`config.mk`:
```
export PLATFORM = sky130hd
export DESIGN_NAME = ialu_back
export DESIGN_NICKNAME = d
export VERILOG_FILES = /design/src/ialu_pkg.sv /design/src/ialu_back.sv
export SDC_FILE = /design/constraint.sdc
export NUM_CORES = 2
export LEC_CHECK = 0
export BUFFER_PORTS_ARGS = -buffer_cell sky130_fd_sc_hd__buf_2
export CORE_ASPECT_RATIO = 1.25
export CORE_MARGIN = 2
export CORE_UTILIZATION = 58
export CTS_CLUSTER_SIZE = 24
export DETAILED_ROUTE_END_ITERATION = 8
export PLACE_DENSITY = 0.76
export SYNTH_ARGS = -nofsm -noshare
export SYNTH_HDL_FRONTEND = slang
export SYNTH_SLANG_ARGS = --single-unit
```
`constraint.sdc`:
```
create_clock -name clk -period 11.9 [get_ports clk]
set_clock_uncertainty 0.15 [all_clocks]
set_input_delay 1.19 -clock clk [delete_from_list [all_inputs] [get_ports clk]]
set_output_delay 1.19 -clock clk [all_outputs]
set_load 0.01 [all_outputs]
```
`src/ialu_pkg.sv`:
```
`timescale 1ns / 1ps
`default_nettype none
// ----------------------------------------------------------------------------
// ialu_pkg: shared types and constants of the 64-bit integer ALU
// Opcodes, status codes, payload structs and the front-to-back item.
// ----------------------------------------------------------------------------
package ialu_pkg;

	localparam int DataWidth = 64;
	localparam int ShWidth = $clog2(DataWidth);
	localparam int QDepth = 4;
	localparam int QAw = $clog2(QDepth);

	typedef enum logic [4:0] {
		OP_ADD = 5'd0, OP_SUB = 5'd1, OP_MUL = 5'd2, OP_DIV = 5'd3, OP_MOD = 5'd4,
		OP_POW = 5'd5, OP_EQ = 5'd6, OP_NE = 5'd7, OP_GT = 5'd8, OP_GE = 5'd9,
		OP_LT = 5'd10, OP_LE = 5'd11, OP_AND = 5'd12, OP_OR = 5'd13, OP_XOR = 5'd14,
		OP_SHL = 5'd15, OP_SHR = 5'd16, OP_INC = 5'd17, OP_DEC = 5'd18,
		OP_NOT = 5'd19, OP_LNOT = 5'd20, OP_LTEST = 5'd21
	} op_t;

	typedef enum logic [1:0] {
		ST_OK = 2'd0, ST_DIV0 = 2'd1, ST_BADOP = 2'd2
	} status_t;

	// operation classes picked by the front end
	typedef enum logic [1:0] {
		CL_SIMPLE = 2'd0, CL_MUL = 2'd1, CL_DIV = 2'd2, CL_POW = 2'd3
	} class_t;

	typedef struct packed {
		logic [4:0] opcode;
		logic [63:0] left_value;
		logic [63:0] right_value;
	} in_item_t;

	typedef struct packed {
		logic [63:0] result_value;
		logic [1:0] status;
	} out_item_t;

	// classified item handed from front to back
	typedef struct packed {
		class_t cls;
		logic rem;
		logic [DataWidth-1:0] a;
		logic [DataWidth-1:0] b;
		logic [DataWidth-1:0] simple;
		status_t status;
	} work_t;

endpackage
`default_nettype wire

```
`src/ialu_back.sv`:
```
`timescale 1ns / 1ps
`default_nettype none
// ----------------------------------------------------------------------------
// ialu_back: multi-cycle execution unit
// Multiply in 32x32 partial products, radix-2 divide, square-and-multiply
// power. One item at a time; simple items pass straight to the output state.
// ----------------------------------------------------------------------------
module ialu_back (
	input wire clk,
	input wire arst_n,
	input wire in_valid,
	input wire ialu_pkg::work_t in_work,
	output logic in_ready,
	output logic out_valid,
	output ialu_pkg::out_item_t out_item,
	input wire out_ready
);
	localparam int W = ialu_pkg::DataWidth;
	localparam int Cw = $clog2(W + 1);

	typedef enum logic [5:0] {
		S_IDLE = 6'b000001, S_MUL = 6'b000010, S_DIV = 6'b000100,
		S_PSTEP = 6'b001000, S_PMUL = 6'b010000, S_OUT = 6'b100000
	} state_t;

	// multiply job: x*y low W bits, four 32x32 products one per cycle
	state_t state_q;
	logic [W-1:0] mx_q, my_q, macc_q;
	logic [1:0] mph_q;
	logic [W-1:0] rem_q, quo_q, dvs_q;
	logic [Cw-1:0] cnt_q;
	logic rem_sel_q;
	logic [W-1:0] acc_q, sq_q, exp_q;
	logic pmul_sq_q;
	logic [W-1:0] res_q;
	logic [1:0] st_q;
	logic [63:0] mx64, my64, pprod_shift;
	logic [31:0] pa, pb;
	logic [63:0] pprod;
	logic [W:0] trial;
	logic [W-1:0] rsh;
	logic take;

	assign in_ready = (state_q == S_IDLE) || (state_q == S_OUT && out_ready);
	assign take = in_valid && in_ready;
	assign out_valid = (state_q == S_OUT);
	assign out_item.result_value = 64'(res_q);
	assign out_item.status = st_q;

	always_comb begin
		mx64 = 64'(mx_q);
		my64 = 64'(my_q);
		pa = mph_q[1] ? mx64[63:32] : mx64[31:0];
		pb = mph_q[0] ? my64[63:32] : my64[31:0];
		pprod = 64'(pa) * 64'(pb);
		unique case (mph_q)
			2'd0: pprod_shift = pprod;
			2'd1, 2'd2: pprod_shift = pprod << 32;
			default: pprod_shift = '0;
		endcase
		rsh = {rem_q[W-2:0], quo_q[W-1]};
		trial = {rem_q, quo_q[W-1]} - {1'b0, dvs_q};
	end

	always_ff @(posedge clk or negedge arst_n) begin
		if (!arst_n) begin
			state_q <= S_IDLE;
		end else begin
			unique case (state_q)
				S_IDLE, S_OUT: begin
					if (take) begin
						unique case (in_work.cls)
							ialu_pkg::CL_MUL: state_q <= S_MUL;
							ialu_pkg::CL_DIV: state_q <= S_DIV;
							ialu_pkg::CL_POW: state_q <= (in_work.b == '0) ? S_OUT : S_PSTEP;
							default: state_q <= S_OUT;
						endcase
					end else if (state_q == S_OUT && out_ready) begin
						state_q <= S_IDLE;
					end
				end
				S_MUL: if (mph_q == 2'd3) state_q <= S_OUT;
				S_DIV: if (cnt_q == Cw'(1)) state_q <= S_OUT;
				S_PSTEP: state_q <= S_PMUL;
				S_PMUL: begin
					if (mph_q == 2'd3) begin
						if (pmul_sq_q && exp_q[W-1:1] == '0) state_q <= S_OUT;
						else if (pmul_sq_q) state_q <= S_PSTEP;
						else state_q <= S_PMUL;
					end
				end
				default: state_q <= S_IDLE;
			endcase
		end
	end

	always_ff @(posedge clk) begin
		if (take) begin
			res_q <= (in_work.cls == ialu_pkg::CL_POW) ? {{(W-1){1'b0}}, 1'b1}
				: in_work.simple;
			st_q <= in_work.status;
			mx_q <= in_work.a;
			my_q <= in_work.b;
			mph_q <= 2'd0;
			macc_q <= '0;
			rem_q <= '0;
			quo_q <= in_work.a;
			dvs_q <= in_work.b;
			rem_sel_q <= in_work.rem;
			cnt_q <= Cw'(W);
			acc_q <= {{(W-1){1'b0}}, 1'b1};
			sq_q <= in_work.a;
			exp_q <= in_work.b;
		end else begin
			unique case (state_q)
				S_MUL: begin
					mph_q <= mph_q + 1'b1;
					macc_q <= macc_q + W'(pprod_shift);
					if (mph_q == 2'd3)
						res_q <= macc_q + W'(pprod_shift);
				end
				S_DIV: begin
					cnt_q <= cnt_q - 1'b1;
					if (!trial[W]) begin
						rem_q <= trial[W-1:0];
						quo_q <= {quo_q[W-2:0], 1'b1};
					end else begin
						rem_q <= rsh;
						quo_q <= {quo_q[W-2:0], 1'b0};
					end
					if (cnt_q == Cw'(1))
						res_q <= rem_sel_q ? (trial[W] ? rsh : trial[W-1:0])
							: {quo_q[W-2:0], !trial[W]};
				end
				S_PSTEP: begin
					// first multiply acc*sq if bit set, else go straight to sq*sq
					mph_q <= 2'd0;
					macc_q <= '0;
					pmul_sq_q <= !exp_q[0];
					mx_q <= exp_q[0] ? acc_q : sq_q;
					my_q <= sq_q;
				end
				S_PMUL: begin
					mph_q <= mph_q + 1'b1;
					if (mph_q == 2'd3) begin
						macc_q <= '0;
						if (!pmul_sq_q) begin
							acc_q <= macc_q + W'(pprod_shift);
							res_q <= macc_q + W'(pprod_shift);
							pmul_sq_q <= 1'b1;
							mx_q <= sq_q;
							my_q <= sq_q;
						end else begin
							sq_q <= macc_q + W'(pprod_shift);
							exp_q <= exp_q >> 1;
							res_q <= acc_q;
						end
					end else begin
						macc_q <= macc_q + W'(pprod_shift);
					end
				end
				default: ;
			endcase
		end
	end

endmodule
`default_nettype wire

```
* Word level (Yosys, flattened, before mapping)
Cells that the tools add are included.
Cells by class: eq/ne operators 21, add/sub/neg operators 4, multiply operators 1, bitwise logic cells 1, multiplexer cells 45, reduce and logical (&&, ||, !) cells 27
Operator list (count):
- $mux 64 | 24
- $pmux 64 s2 | 3
- $pmux 64 s3 | 2
- $sub 65x64->65 | 1
- $add 64x64->64 | 1
- $logic_not 64->1 | 1
- $mul 32x32->64 | 1
- $mux 32 | 2
- $logic_not 63->1 | 1
- $mux 6 | 7
- $pmux 6 s5 | 1
- $pmux 6 s3 | 1
- $ne 3x3->1 const B | 5
- $reduce_bool 2->1 | 6
- $reduce_and 3->1 | 3
- $eq 2x2->1 const B | 4
- $reduce_and 4->1 | 2
- $eq 7x1->1 const B | 1
- $sub 7x1->7 const B | 1
- $eq 6x1->1 const B | 1
- $eq 6x2->1 const B | 1
- $eq 6x3->1 const B | 1
- $eq 6x4->1 const B | 1
- $eq 6x5->1 const B | 1
- 17 further kinds | 27
Storage, ports and cells: word-level logic and storage cells 115, flip-flop bits (word level) 659, input bits 201, output and inout port bits 68

* Logic depth before layout (Yosys ltp)
depth in word-level cells 8, gate-level depth with buffers 47, gate-level depth less buffers 42

* Least setup slack after synthesis
No wires, ideal clock.
path type register to register, start point reg mph_q[0], end point reg res_q[55] (data pin), cell stages (with the launch flop) 39, period minus slack after synthesis 11.461 ns, slack 0.439 ns, data arrival time 11.050 ns, required time 11.489 ns, setup time 0.261 ns, buffers on the path 3, path through dfxtp_1 -> clkbuf_1 -> clkbuf_1 -> mux2i_1 -> clkbuf_1 -> nor2_1 -> fa_1 -> inv_1 -> fa_1 -> fa_1 -> fa_1 -> inv_1 -> fa_1 -> inv_1 -> fa_1 -> inv_1 -> fa_1 -> fa_1 -> [3 not listed] -> a21oi_1 -> a21oi_1 -> o31a_1 -> nor2b_1 -> o21ai_0 -> xor2_1 -> a32o_1 -> ha_1 -> nand4_2 -> or4_1 -> or3_1 -> and3_4 -> o41a_1 -> o21ai_1 -> a21oi_1 -> xnor2_1 -> a22o_1 -> a221o_1
Between the ends: word-level cells in the longest chain between the ends 8, elaborated cells on any way between the ends 13, classes of those cells 1 x add/sub; 1 x mul; 2 x eq/ne; 7 x mux; 2 x reduce/logical
RTL lines:
- start, declared | RTL line ialu_back.sv:29 | logic [1:0] mph_q;
- start signal, assigned | RTL line ialu_back.sv:117 | mph_q <= mph_q + 1'b1;
- start signal, assigned | RTL line ialu_back.sv:144 | mph_q <= mph_q + 1'b1;
- $mux 32 (tied with other cells) | RTL line ialu_back.sv:54 | pb = mph_q[0] ? my64[63:32] : my64[31:0];
- $mul 32x32->64 or $reduce_or 2->1 (tied branches) | RTL line ialu_back.sv:55, ialu_back.sv:56
- $pmux 64 s2 (*) | RTL line ialu_back.sv:56 | unique case (mph_q)
- $add 64x64->64 (*) | RTL line ialu_back.sv:120, ialu_back.sv:149
- $mux 64
- $mux 64 | RTL line ialu_back.sv:145 | if (mph_q == 2'd3) begin
- $pmux 64 s3 (*) | RTL line ialu_back.sv:115 | unique case (state_q)
- $mux 64 (*) | RTL line ialu_back.sv:98 | if (take) begin
- end signal, assigned | RTL line ialu_back.sv:99 | res_q <= (in_work.cls == ialu_pkg::CL_POW) ? {{(W-1){1'b0}}, 1'b1}
- end signal, assigned | RTL line ialu_back.sv:120 | res_q <= macc_q + W'(pprod_shift);
- end signal, assigned | RTL line ialu_back.sv:149 | res_q <= macc_q + W'(pprod_shift);
- end, declared | RTL line ialu_back.sv:35 | logic [W-1:0] res_q;
Mark *: on every way between the ends. The rest lies on a longest branch, timed or not. The select of a mux whose other input is x is not followed. A chain may end at the register's enable or synchronous reset.

* Worst setup path after layout
start point reg mph_q[1], end point reg res_q[62] (data pin)
Between the ends: word-level cells in the longest chain between the ends 8, elaborated cells on any way between the ends 13, classes of those cells 1 x add/sub; 1 x mul; 2 x eq/ne; 7 x mux; 2 x reduce/logical
RTL lines:
- $mux 32 (tied with other cells) | RTL line ialu_back.sv:53 | pa = mph_q[1] ? mx64[63:32] : mx64[31:0];
- $mul 32x32->64 or $reduce_or 2->1 (tied branches) | RTL line ialu_back.sv:55, ialu_back.sv:56
- $pmux 64 s2 (*) | RTL line ialu_back.sv:56
- $add 64x64->64 (*) | RTL line ialu_back.sv:120, ialu_back.sv:149
- $mux 64
- $mux 64 | RTL line ialu_back.sv:145
- $pmux 64 s3 (*) | RTL line ialu_back.sv:115
- $mux 64 (*) | RTL line ialu_back.sv:98
Marks and branches as above.

==> summary.txt <==
Worst setup path
  – Worst reg2reg path depth: 40
  – Worst EP required: 12.13 ns
  – Buf+Inv Stages, Crit Path: 5
  – Number of cells on the critical path: 40
  – CP endpoint: res_q[62]
  – Reg2reg end: res_q[62]
  – Reg-to-Reg Start: mph_q[1]
  – Crit-path max cell delay: 0.57 ns
  – Worst endpoint data arrival time: 11.78 ns
  – CP Capture Type: register
  – Crit path max fanout: 22
  – Most frequent CP cell: fa_1
  – Setup crit start: mph_q[1]
  – Worst R2R Setup Slack: 0.35 ns
  – Worst Setup Start Kind: register
  – Slowest cell on the critical path: fa_1
  – WS Path Type: register to register
  – Delay-heaviest family, CP: adder cells

STA
  – Max-slew headroom at the worst pin: 7.74%
  – Max Freq: 86.6 MHz
  – Final period util: 97.0%
  – Pins over their slew limit: 0
  – Hold slack: 0.173 ns
  – # setup viols final: 0
  – Final setup TNS: 0 ns
  – Minimum clock period: 11.55 ns
  – Worst Max-Slew Pin Slew: 1.38 ns
  – Hold Vio Cnt, Final: 0
  – Final worst slack: 0.352 ns

Synthesis
  – Ys async rst share: 0.910%
  – Synthesized flop and latch total: 659
  – Largest cells by area after synthesis: fa_1 27%, edfxtp_1 20%, nand2_1 7.9%
  – Post-synth cell types: 85
  – Dominant synthesized flop cell: edfxtp_1
  – Largest area contributor in the netlist: fa_1
  – Area of the mapped netlist: 67,800 µm²
  – Top cell type's share of synthesized area: 26.5%
  – Synthesis warning total: 0
  – Syn Nets: 8,988
  – Synthesized instance count: 7,495
  – Register area share after synthesis: 26.2%
  – Syn Area/Cell: 9.04 µm²
  – EDFF count, synth: 452

Placement
  – Routability cong.: 1.10
  – Placed insts: 9,346
  – IO Port Bufs: 268
  – HPWL after DPL: 230,000 µm
  – Post-place setup slack: -0.0798 ns

Run
  – Max cap viols: 0

Clock network
  – Clock buffer depth: 3
  – Insertion delay to the later sink of the worst-skew pair: 0.69 ns
  – TritonCTS sink count: 659
  – Clock buffer count from CTS: 59
  – TritonCTS clock tree: yes
  – Clk pin slew, worst setup/hold paths: 0.07 ns
  – H-tree levels: 2
  – Root buf cell: clkbuf_16
  – Hold-fix buffers, CTS: 0

Detailed routing
  – Top Layer Used: met5
  – Length of the first detailed-routing pass in iterations: 9
  – ANT nets after route: 0
  – DRC viols: 1
  – DRT met1 WL: 93,500 µm
  – Met2 WL: 123,000 µm
  – WL met3: 32,900 µm
  – DR iter-0 viols: 8,166
  – Via count: 60,300
  – Vias per cell: 6.35
  – Total wire length: 284,000 µm
  – Wire length per cell: 29.9 µm

Final layout
  – Fin cells: 9,496
  – Share of layout cells above drive strength 1: 12.1%
  – Nets: 9,358
  – Synth-to-Final Area Change: 11.8%

Global route
  – Largest net degree at the start of global routing: 103
  – Vias in the first global route: 60,100
  – Initial antenna violation count: 29
  – Global Route Usage Sum: 47.9%
  – Total congestion overflow: 0
  – Global-route wire length before repair: 407,000 µm

Die
  – Core area: 116,000 µm²
  – Initial core utilization: 58.3%
  – # IOs: 269
  – Die ar.: 120,000 µm²
  – Die X: 310 µm
  – Std cell rows: 140
  – Die Ht: 386 µm

Worst hold path
  – Min-delay worst type: primary input to async pin

Status
  – Status: finished, violations left
  – Failing checks: DRC
==> cell usage after synthesis (all sizes together), types with 54 or more instances <==
library cell and count:
nand3 62, ha 394, mux2i 150, clkbuf 350
dfxtp 201, nand4 54, a21oi 367, a22o 66
fa 898, inv 967, edfxtp 452, a21o 117
o21ai 333, nor2 774, xnor2 118, xor2 67
nand2 1431, mux2 62
==> flip-flops by register name, indices dropped and copies added, names as in the netlist, 6 cells and up <==
name     cells
acc_q       64
dvs_q       64
exp_q       64
macc_q      64
mx64        64
my64        64
quo_q       64
rem_q       64
res_q       64
sq_q        64
cnt_q        7
state_q      6
==> per-stage QoR <==
stage	util (%)	instance area (µm²)
floorplan	-	67800
global placement	63.1	73300
detailed placement	63.1	73300
CTS	64.9	75400
global route	65.2	75700
finish	65.2	75700
==> layer usage <==
layer  up-vias  global-route usage, %
met2      4537                   72.4
met4        14                   45.6
met3      1280                   10.6
met5         -                      0
met1     29200                   56.4
li1      25200                      -
==> final cells by class <==
class / instances / area, µm²
Multi-Input combinational cell: 5477 / 45300
Fill cell: 9723 / 40400
Sequential cell: 659 / 17800
Timing Repair Buffer: 700 / 4960
Inverter: 968 / 3640
Tap cell: 1562 / 1950
Clock buffer: 75 / 1620
Clock inverter: 37 / 460
Antenna cell: 18 / 45.0
==> cell families after synthesis <==
family,synth area share [%]
buffers and inverters,7.56
DFF,26.2
muxes,3.25
xor gates and xnor gates,2.40
AOI/OAI and AO/OA,11.4
and+or+nand+nor,15.4
adders and majority gates,33.8
==> worst min path at each step <==
stage               cells after the start          to        from
floorplan                               2  macc_q[10]  macc_q[10]
global placement                        2  macc_q[14]  macc_q[14]
detailed placement                      2  macc_q[26]  macc_q[26]
CTS                                     1  state_q[5]      arst_n
global route                            1  state_q[5]      arst_n
finish                                  1  state_q[5]      arst_n
==> timing repair <==
item | in CTS | in global routing
setup endpoints to repair | 7 | 46
setup buffers | 0 | 20
pin swaps | 0 | 2
resized for setup | 2 | 37
==> layout by cell type (no fill, tap or decap), types with 62 or more instances in the layout <==
master | Yosys | final
nand2_1 | 1431 | 1425
inv_1 | 967 | 966
fa_1 | 898 | 898
nor2_1 | 774 | 769
edfxtp_1 | 452 | 452
buf_4 | 0 | 396
ha_1 | 394 | 393
a21oi_1 | 367 | 365
o21ai_0 | 329 | 326
buf_2 | 14 | 268
dfxtp_1 | 201 | 199
a21o_1 | 117 | 117
xnor2_1 | 117 | 116
mux2i_1 | 150 | 111
a22o_1 | 66 | 66
xor2_1 | 67 | 64
nand3_1 | 62 | 62
Power is not shown: default switching activity piles up to over one toggle a cycle in this logic, so the estimate is an artifact.
